==> config.mk <==
export PLATFORM = sky130hd
export DESIGN_NAME = dct_8x8_forward_top
export DESIGN_NICKNAME = d
export VERILOG_FILES = /design/src/rtl/dctf_pkg.sv /design/src/rtl/dctf_ram.sv /design/src/rtl/dctf_core.sv /design/src/rtl/dct_8x8_forward_top.sv
export SDC_FILE = /design/constraint.sdc
export NUM_CORES = 2
export LEC_CHECK = 0
export BUFFER_PORTS_ARGS = -buffer_cell sky130_fd_sc_hd__buf_2
export CAP_MARGIN = 20
export CORE_MARGIN = 2
export CORE_UTILIZATION = 60
export CTS_CLUSTER_SIZE = 12
export DETAILED_ROUTE_END_ITERATION = 8
export PLACE_DENSITY_LB_ADDON = 0.25
export SYNTH_ARGS = -nofsm -noshare
export SYNTH_HDL_FRONTEND = slang
export SYNTH_SLANG_ARGS = --single-unit
==> constraint.sdc <==
create_clock -name clk -period 13.7 [get_ports clk]
set_input_delay 1.37 -clock clk [delete_from_list [all_inputs] [get_ports clk]]
set_output_delay 1.37 -clock clk [all_outputs]
set_load 0.02 [all_outputs]
==> src/rtl/dctf_pkg.sv <==
// Shared constants, types and cosine table for the 8x8 forward DCT block.
package dctf_pkg;

  localparam int BLOCK_SIZE     = 8;
  localparam int LOG2N          = 3;
  localparam int NPIX           = BLOCK_SIZE * BLOCK_SIZE;
  localparam int ADDR_W         = 2 * LOG2N;
  localparam int COEF_FRAC_BITS = 8;
  localparam int PIX_W          = 8;
  localparam int COS_W          = 16;
  localparam int ROW_W          = 26;
  localparam int PROD_W         = 43;
  localparam int ACC_W          = 46;
  localparam int COEF_W         = 18;
  localparam int LEVEL_W        = 8;
  localparam int GAIN_W         = 10;
  localparam int STEP_W         = 4;
  localparam int QSHIFT         = 28 - COEF_FRAC_BITS + 2 * LOG2N - 2;

  localparam logic [GAIN_W-1:0]  GAIN_RESET    = 10'd10;
  localparam logic [COEF_W:0]    COEF_MAG_MAX  = 19'd131072;
  localparam logic [LEVEL_W-1:0] LEVEL_MAX     = 8'd255;
  localparam logic [27:0]        LEVEL_LIMIT   = 28'd65024;
  localparam logic [STEP_W-1:0]  STEP_ROW_END  = 4'd10;
  localparam logic [STEP_W-1:0]  STEP_COEF     = 4'd10;
  localparam logic [STEP_W-1:0]  STEP_COL_END  = 4'd11;

  // one result leaving the core
  typedef struct packed {
    logic                      valid;
    logic signed [COEF_W-1:0]  coefficient;
    logic [LEVEL_W-1:0]        display_level;
    logic [2:0]                row_freq;
    logic [2:0]                col_freq;
    logic                      last;
  } dctf_emit_t;

  // cos(m*pi/16) in Q1.14 for 0 <= m <= 8
  function automatic logic signed [COS_W-1:0] quarter_cos(input logic [4:0] m);
    logic signed [COS_W-1:0] c;
    begin
      case (m)
        5'd0:    c = 16'sd16384;
        5'd1:    c = 16'sd16069;
        5'd2:    c = 16'sd15137;
        5'd3:    c = 16'sd13623;
        5'd4:    c = 16'sd11585;
        5'd5:    c = 16'sd9102;
        5'd6:    c = 16'sd6270;
        5'd7:    c = 16'sd3196;
        default: c = 16'sd0;
      endcase
      return c;
    end
  endfunction

  // basis value cos((2*pos+1)*freq*pi/16)
  function automatic logic signed [COS_W-1:0] basis(input logic [2:0] pos,
                                                   input logic [2:0] freq);
    logic [6:0] prod;
    logic [4:0] m;
    logic signed [COS_W-1:0] c;
    begin
      prod = ({3'd0, pos, 1'b1}) * {4'd0, freq};
      m    = prod[4:0];
      if (m <= 5'd8)       c = quarter_cos(m);
      else if (m <= 5'd16) c = -quarter_cos(5'd16 - m);
      else if (m <= 5'd24) c = -quarter_cos(m - 5'd16);
      else                 c = quarter_cos(5'd0 - m);
      return c;
    end
  endfunction

endpackage

==> src/rtl/dctf_ram.sv <==
// Generic single-write, single-read synchronous RAM with registered read data.
module dctf_ram #(
  parameter int DEPTH = 64,
  parameter int WIDTH = 8,
  parameter int AW    = $clog2(DEPTH)
) (
  input  logic             clk,
  input  logic             we,
  input  logic [AW-1:0]    waddr,
  input  logic [WIDTH-1:0] wdata,
  input  logic [AW-1:0]    raddr,
  output logic [WIDTH-1:0] rdata
);

  logic [WIDTH-1:0] mem [DEPTH];

  // write port
  always_ff @(posedge clk) begin
    if (we) begin
      mem[waddr] <= wdata;
    end
  end

  // registered read port
  always_ff @(posedge clk) begin
    rdata <= mem[raddr];
  end

endmodule

==> src/rtl/dctf_core.sv <==
// Row-column DCT engine: pixel and row-transform memories around one shared MAC.
module dctf_core (
  input  logic                        clk,
  input  logic                        rst_n,
  input  logic                        pix_we,
  input  logic [dctf_pkg::ADDR_W-1:0] pix_waddr,
  input  logic [dctf_pkg::PIX_W-1:0]  pix_wdata,
  input  logic                        start,
  input  logic [dctf_pkg::GAIN_W-1:0] gain,
  input  logic                        slot_free,
  output logic                        busy,
  output dctf_pkg::dctf_emit_t        emit
);
  import dctf_pkg::*;

  typedef enum logic [2:0] {
    ST_IDLE = 3'b001,
    ST_ROW  = 3'b010,
    ST_COL  = 3'b100
  } state_t;

  state_t                   state_r, state_nxt;
  logic [STEP_W-1:0]        step_r, step_nxt;
  logic [ADDR_W-1:0]        oidx_r, oidx_nxt;
  logic                     v1_r, v2_r, first1_r, first2_r;
  logic [2:0]               k1_r;
  logic signed [PROD_W-1:0] prod_r;
  logic signed [ACC_W-1:0]  acc_r;
  logic signed [COEF_W-1:0] coef_r;
  logic [COEF_W-1:0]        umag_r;

  logic                     issue, advance;
  logic [2:0]               k, freq;
  logic [ADDR_W-1:0]        pix_raddr, row_raddr;
  logic [PIX_W-1:0]         pix_rdata;
  logic [ROW_W-1:0]         row_rdata;
  logic                     row_we;
  logic signed [ROW_W:0]    operand;
  logic signed [COS_W-1:0]  cosv;

  dctf_ram #(.DEPTH(NPIX), .WIDTH(PIX_W)) u_pix_ram (
    .clk   (clk),
    .we    (pix_we),
    .waddr (pix_waddr),
    .wdata (pix_wdata),
    .raddr (pix_raddr),
    .rdata (pix_rdata)
  );

  dctf_ram #(.DEPTH(NPIX), .WIDTH(ROW_W)) u_row_ram (
    .clk   (clk),
    .we    (row_we),
    .waddr (oidx_r),
    .wdata (acc_r[ROW_W-1:0]),
    .raddr (row_raddr),
    .rdata (row_rdata)
  );

  // read addresses: row pass walks x of row y, column pass walks y of column u
  assign issue     = (state_r != ST_IDLE) && !step_r[STEP_W-1];
  assign k         = step_r[2:0];
  assign pix_raddr = {oidx_r[5:3], k};
  assign row_raddr = {k, oidx_r[2:0]};
  assign freq      = (state_r == ST_ROW) ? oidx_r[2:0] : oidx_r[5:3];
  assign row_we    = (state_r == ST_ROW) && (step_r == STEP_ROW_END);
  assign busy      = (state_r != ST_IDLE);

  // multiplier operand select
  always_comb begin
    if (state_r == ST_ROW) begin
      operand = signed'({{(ROW_W + 1 - PIX_W){1'b0}}, pix_rdata});
    end else begin
      operand = signed'({row_rdata[ROW_W-1], row_rdata});
    end
    cosv = basis(k1_r, freq);
  end

  // MAC pipeline: read, multiply, accumulate
  always_ff @(posedge clk) begin
    if (!rst_n) begin
      v1_r <= 1'b0;
      v2_r <= 1'b0;
    end else begin
      v1_r <= issue;
      v2_r <= v1_r;
    end
  end

  always_ff @(posedge clk) begin
    k1_r     <= k;
    first1_r <= (k == 3'd0);
    first2_r <= first1_r;
    prod_r   <= PROD_W'(operand * cosv);
    if (v2_r) begin
      acc_r <= first2_r ? ACC_W'(prod_r) : acc_r + ACC_W'(prod_r);
    end
  end

  // round the column sum to the coefficient and saturate
  logic [ACC_W-1:0] amag;
  logic [ACC_W:0]   rsum;
  logic [ACC_W:0]   q;
  logic [1:0]       sh;
  logic [COEF_W:0]  qs;
  logic [COEF_W-1:0] umag;
  logic signed [COEF_W-1:0] coef;

  always_comb begin
    amag = acc_r[ACC_W-1] ? ACC_W'(-acc_r) : ACC_W'(acc_r);
    sh   = {1'b0, oidx_r[2:0] == 3'd0} + {1'b0, oidx_r[5:3] == 3'd0};
    case (sh)
      2'd0:    begin
        rsum = {1'b0, amag} + ((ACC_W + 1)'(1) << (QSHIFT - 1));
        q    = rsum >> QSHIFT;
      end
      2'd1:    begin
        rsum = {1'b0, amag} + ((ACC_W + 1)'(1) << QSHIFT);
        q    = rsum >> (QSHIFT + 1);
      end
      default: begin
        rsum = {1'b0, amag} + ((ACC_W + 1)'(1) << (QSHIFT + 1));
        q    = rsum >> (QSHIFT + 2);
      end
    endcase
    qs = (q > (ACC_W + 1)'(COEF_MAG_MAX)) ? COEF_MAG_MAX : q[COEF_W:0];
    if (acc_r[ACC_W-1]) begin
      coef = COEF_W'(-qs);
      umag = (qs == COEF_MAG_MAX) ? COEF_MAG_MAX[COEF_W-1:0] : qs[COEF_W-1:0];
    end else begin
      umag = (qs == COEF_MAG_MAX) ? COEF_W'(COEF_MAG_MAX - 1'b1) : qs[COEF_W-1:0];
      coef = signed'(umag);
    end
  end

  always_ff @(posedge clk) begin
    if ((state_r == ST_COL) && (step_r == STEP_COEF)) begin
      coef_r <= coef;
      umag_r <= umag;
    end
  end

  // display level from the rounded magnitude
  logic [27:0]        lprod;
  logic [27:0]        lsum;
  logic [LEVEL_W-1:0] level;

  always_comb begin
    lprod = 28'(umag_r) * 28'(gain);
    lsum  = lprod + 28'd128;
    level = (lprod > LEVEL_LIMIT) ? LEVEL_MAX : lsum[15:8];
  end

  // sequencer
  always_comb begin
    state_nxt = state_r;
    step_nxt  = step_r;
    oidx_nxt  = oidx_r;
    advance   = 1'b0;
    unique case (state_r)
      ST_IDLE: begin
        if (start) begin
          state_nxt = ST_ROW;
          step_nxt  = '0;
          oidx_nxt  = '0;
        end
      end
      ST_ROW: begin
        step_nxt = step_r + 1'b1;
        if (step_r == STEP_ROW_END) begin
          step_nxt = '0;
          oidx_nxt = oidx_r + 1'b1;
          if (oidx_r == ADDR_W'(NPIX - 1)) begin
            state_nxt = ST_COL;
          end
        end
      end
      ST_COL: begin
        step_nxt = step_r + 1'b1;
        if (step_r == STEP_COL_END) begin
          step_nxt = step_r;
          if (slot_free) begin
            advance  = 1'b1;
            step_nxt = '0;
            oidx_nxt = oidx_r + 1'b1;
            if (oidx_r == ADDR_W'(NPIX - 1)) begin
              state_nxt = ST_IDLE;
            end
          end
        end
      end
      default: state_nxt = ST_IDLE;
    endcase
  end

  always_ff @(posedge clk) begin
    if (!rst_n) begin
      state_r <= ST_IDLE;
      step_r  <= '0;
      oidx_r  <= '0;
    end else begin
      state_r <= state_nxt;
      step_r  <= step_nxt;
      oidx_r  <= oidx_nxt;
    end
  end

  // result toward the output register
  always_comb begin
    emit.valid         = advance;
    emit.coefficient   = coef_r;
    emit.display_level = level;
    emit.row_freq      = oidx_r[5:3];
    emit.col_freq      = oidx_r[2:0];
    emit.last          = (oidx_r == ADDR_W'(NPIX - 1));
  end

  a_emit_col: assert property (@(posedge clk) disable iff (!rst_n)
    emit.valid |-> (state_r == ST_COL) && (step_r == STEP_COL_END))
    else $error("result emitted outside column pass end step");

  a_row_step: assert property (@(posedge clk) disable iff (!rst_n)
    (state_r == ST_ROW) |-> (step_r <= STEP_ROW_END))
    else $error("row pass step out of range");

  a_last_idle: assert property (@(posedge clk) disable iff (!rst_n)
    (emit.valid && emit.last) |=> (state_r == ST_IDLE))
    else $error("engine not idle after last coefficient");

  a_no_start_busy: assert property (@(posedge clk) disable iff (!rst_n)
    (state_r != ST_IDLE) |-> !pix_we)
    else $error("pixel written while transform runs");

endmodule

==> src/rtl/dct_8x8_forward_top.sv <==
// Top level of the 8x8 forward DCT: stream ports, gain register, pixel load, output register.
// Each block is loaded, then transformed as 64 row terms (8 memory reads each, then the
// multiply and accumulate stages drain) and 64 column terms (with a final step to emit,
// which waits while the output register is full) on the one shared multiplier.
// Pixels are taken only while the engine is idle; the output register lets loading resume
// while the last coefficient waits. Reset (rst_n low, synchronous) clears the load count,
// the output valid and the engine state, and sets display_gain to 10.
module dct_8x8_forward_top (
  input  logic                        clk,
  input  logic                        rst_n,
  input  logic                        cfg_wr_en,
  input  logic [dctf_pkg::GAIN_W-1:0] cfg_wr_data,
  input  logic                        in_tvalid,
  output logic                        in_tready,
  input  logic [7:0]                  in_tdata,   // pixel[7:0]
  output logic                        out_tvalid,
  input  logic                        out_tready,
  output logic [31:0]                 out_tdata,  // coefficient, display_level, row_freq, col_freq
  output logic                        out_tlast
);
  import dctf_pkg::*;

  logic [GAIN_W-1:0] gain_r;
  logic [ADDR_W-1:0] load_count_r;
  logic              out_valid_r;
  logic [31:0]       out_data_r;
  logic              out_last_r;
  logic              busy, in_acc, slot_free;
  dctf_emit_t        emit;

  assign in_tready = !busy;
  assign in_acc    = in_tvalid && in_tready;
  assign slot_free = !out_valid_r || out_tready;

  dctf_core u_core (
    .clk       (clk),
    .rst_n     (rst_n),
    .pix_we    (in_acc),
    .pix_waddr (load_count_r),
    .pix_wdata (in_tdata),
    .start     (in_acc && (load_count_r == ADDR_W'(NPIX - 1))),
    .gain      (gain_r),
    .slot_free (slot_free),
    .busy      (busy),
    .emit      (emit)
  );

  // gain register
  always_ff @(posedge clk) begin
    if (!rst_n) begin
      gain_r <= GAIN_RESET;
    end else if (cfg_wr_en) begin
      gain_r <= cfg_wr_data;
    end
  end

  // count pixels of the current block
  always_ff @(posedge clk) begin
    if (!rst_n) begin
      load_count_r <= '0;
    end else if (in_acc) begin
      load_count_r <= load_count_r + 1'b1;
    end
  end

  // output register: load on emit, drop on transaction
  always_ff @(posedge clk) begin
    if (!rst_n) begin
      out_valid_r <= 1'b0;
    end else if (emit.valid) begin
      out_valid_r <= 1'b1;
    end else if (out_tready) begin
      out_valid_r <= 1'b0;
    end
  end

  always_ff @(posedge clk) begin
    if (emit.valid) begin
      out_data_r <= {emit.col_freq, emit.row_freq, emit.display_level, emit.coefficient};
      out_last_r <= emit.last;
    end
  end

  assign out_tvalid = out_valid_r;
  assign out_tdata  = out_data_r;
  assign out_tlast  = out_last_r;

endmodule
==> run_results.csv <==
group,metric,value,unit
status,status,"finished, final reports clean",
synth,synth_sequential_area_ratio,60.9,%
sta,period_minus_slack,12.67,ns
final_layout,nFillCells,13300,
synth,synth_top_family_by_area,"adder cells",
synth,syn_area,0.117,mm2
global_routing,grt_pass1_vias,73300,
clocking,cts_tree,"yes",
die,initial_core_util,60.5,%
die,die-area,0.198,mm2
clocking,cts_made_buffers,236,
critical_path,critPathCaptureType,"flip-flop",
detailed_routing,wl_met3,36500,um
hold_path,min_path_type,"reg2reg",
detailed_routing,wl_met1,122000,um
detailed_routing,drtIter0Drc,10700,
sta,slew_headroom,22.3,%
detailed_routing,firstDrtPassIters,6,
synth,syn_avg_cell_area,13.9,um2
synth,synth.yosys.warnings,0,
critical_path,cpMostUsedCell,"fa_1",
detailed_routing,antenna_left,0,
detailed_routing,routed_via_density,6.64,
die,die-width,445,um
clocking,cts.htree.levels,4,
critical_path,crit_slowest_cell,"o22ai_2",
synth,synth-edff-count,2291,
clocking,clkTransAtPathRegs,0.06,ns
final_layout,fin_cells,11100,
sta,timing.setup.tns,0,ns
sta,fin_ws,1.03,ns
sta,hold_viol_final,0,
clocking,cts_sinks,2405,
placement,io_buffers,57,
sta,post-route-period-util,92.5,%
clocking,root_buffer,"clkbuf_16",
global_routing,grt-ovfl-total,0,
sta,fmax,78.9,MHz
die,core-area,0.193,mm2
final_layout,fin_nets,9252,
synth,yosys.area_share.simple,7.57,%
detailed_routing,drc,0,
synth,ys.flop_type,"edfxtp_1",
synth,synth_fa_ha_area_share,11.8,%
run,maxCapViolCount,0,
synth,synth-xor-area-share,1.42,%
synth,netlist-cell-type-count,100,
global_routing,grt_pass1_wl,474000,um
sta,finClkSkew,0.0826,ns
detailed_routing,wirelength,321000,um
synth,synth_top_area_share,58.9,%
clocking,postCtsSetupBuffers,0,
detailed_routing,route.met2.wl,148000,um
final_layout,final_cell_mix,"2291 x edfxtp_1, 747 x nand2_1, 664 x inv_1",
synth,ys_seq_elements,2405,
clocking,cts_max_path_buffers,3,
placement,dp.cells,10700,
critical_path,required,14.45,ns
detailed_routing,top_layer,"met5",
detailed_routing,routedWlPerCell,28.8,um
power,vdd_drop_max,134,uV
critical_path,criticalPathCategory,"reg2reg",
sta,slew_viol_final,0,
sta,final-setup-viol-count,0,
final_layout,stdcell_area,0.128,mm2
synth,synth_nets,9209,
placement,gp_congestion,0.933,
global_routing,grt_util_all_layers,32.4,%
critical_path,slowest_delay,0.68,ns
final_layout,fin_util,66.1,%
die,die_height,445,um
synth,synth_compound_area_share,9.90,%
critical_path,arrival,13.42,ns
synth,yosys-top-cells-area,"edfxtp_1 59%, fa_1 9.2%, mux4_2 3.2%",
placement,dp_hpwl,199000,um
sta,rsz0062_at_grt,"no",
sta,worst_pin_slew,1.13,ns
synth,synth_cells,8411,
clocking,cts_resized,0,
synth,synth_largest_area_cell,"edfxtp_1",
placement,dpl_worst_slack,1.32,ns
final_layout,syn2layout_area_growth,9.29,%
final_layout,drive_gt1_share,10.6,%
synth,synth.area.mux_share,4.72,%
power,p_leak,0.0447,uW
synth,async_flop_share,0,%
clocking,clk_latency,0.89,ns
placement,place_area,0.120,mm2
critical_path,cp-start-kind,"flip-flop",
critical_path,critPathMaxFanout,14,
global_routing,antenna_found_initial,8,
final_layout,final_common_cell,"edfxtp_1",
power,powerDensity,146,mW/mm2
global_routing,grt_max_degree,117,
die,row_count,161,
die,boundaryPins,58,
detailed_routing,vias,73900,
clocking,cts_hold_buffers,0,
## worst max-delay path: cells and delay by family (launching register included)
| kind | cells | cell delay [ns] |
|---|---|---|
| compound gates | 12 | 3.14 |
| xor+xnor | 4 | 1.18 |
| fa+ha+maj | 11 | 4.64 |
| buf+inv | 9 | 1.11 |
| flops | 1 | 0.41 |
| mux | 1 | 0.38 |
| simple gates | 10 | 1.69 |
## per-stage QoR
stage	power (uW)	hold WS [ns]
floorplan	11300	0.310
global placement	12600	0.313
detailed placement	12700	0.317
CTS	18600	0.330
global route	19200	0.331
finish	18600	0.332
## layer usage
| layer | up-vias | track usage, % |
|---|---|---|
| met3 | 683 | 6.20 |
| met5 | - | 0 |
| met1 | 37200 | 45.9 |
| met4 | 4 | 13.5 |
| li1 | 31300 | - |
| met2 | 4752 | 49.8 |
## Yosys cell counts, types with 33 or more instances
cell and n:
mux4_2 166, fa_1 537, nand3_1 114, a22o_1 121, a221oi_1 158, a21oi_1 245
a31oi_1 71, nand2b_1 33, nor2b_1 49, clkbuf_1 380, a21o_1 51, o211ai_1 55
xnor2_1 111, nor3_1 66, nand2_1 747, or3_1 35, inv_1 666, nor2_1 494
ha_1 238, buf_1 82, o21ai_0 285, nand4_1 106, a221o_1 51, a22oi_1 334
mux2i_1 149, o22ai_1 44, edfxtp_1 2291, and2_1 138, xor2_1 69, dfxtp_1 114
## final timing paths
path	end	slack, ns	cells past startpoint	start
worst max-delay path	u_core.prod_r[42]$_DFF_P_	1.03	47	u_core.state_r[1]$_SDFFE_PN0P_
worst min-delay path	u_core.first2_r$_DFF_P_	0.33	0	u_core.first1_r$_DFF_P_
worst max register to register	u_core.prod_r[42]$_DFF_P_	1.03	47	u_core.state_r[1]$_SDFFE_PN0P_
worst min register to register	u_core.first2_r$_DFF_P_	0.33	0	u_core.first1_r$_DFF_P_
## cells by family after synthesis
| group | after synthesis |
|---|---|
| xor gates and xnor gates | 184 |
| adders and majority gates | 776 |
| buffers and inverters | 1144 |
| muxes | 340 |
| and+or+nand+nor | 1919 |
| DFF | 2405 |
| AOI/OAI and AO/OA | 1643 |
## area by class of cell
| cell class | count | area, um2 | area share (%) |
|---|---|---|---|
| Clock inverter | 56 | 533 | 0.418 |
| Tap cell | 2526 | 3160 | 2.48 |
| Multi-Input combinational cell | 4862 | 41700 | 32.7 |
| Timing Repair Buffer | 280 | 2170 | 1.70 |
| Sequential cell | 2405 | 71100 | 55.7 |
| Inverter | 669 | 2510 | 1.97 |
| Antenna cell | 3 | 7.51 | 0.00589 |
| Clock buffer | 331 | 6390 | 5.01 |
## power breakdown
| group | leakage [uW] | total (uW) | internal (uW) | switching [uW] |
|---|---|---|---|---|
| Sequential | 0.0215 | 8630 | 8400 | 233 |
| Clock | 0.00335 | 5950 | 3290 | 2660 |
| Combinational | 0.0198 | 4020 | 1350 | 2670 |
## flip-flops by register name, indices dropped and copies added, names as in the netlist
signal	count
gain_r	10
load_count_r	6
out_tdata	32
out_tlast	1
out_tvalid	1
u_core.acc_r	46
u_core.coef_r	18
u_core.first1_r	1
u_core.first2_r	1
u_core.k1_r	3
u_core.oidx_r	6
u_core.prod_r	43
u_core.state_r	3
u_core.step_r	4
u_core.u_pix_ram.mem	512
u_core.u_pix_ram.rdata	8
u_core.u_row_ram.mem	1664
u_core.u_row_ram.rdata	26
u_core.umag_r	18
u_core.v1_r	1
u_core.v2_r	1
No activity file was read; power rests on OpenSTA's default activity.
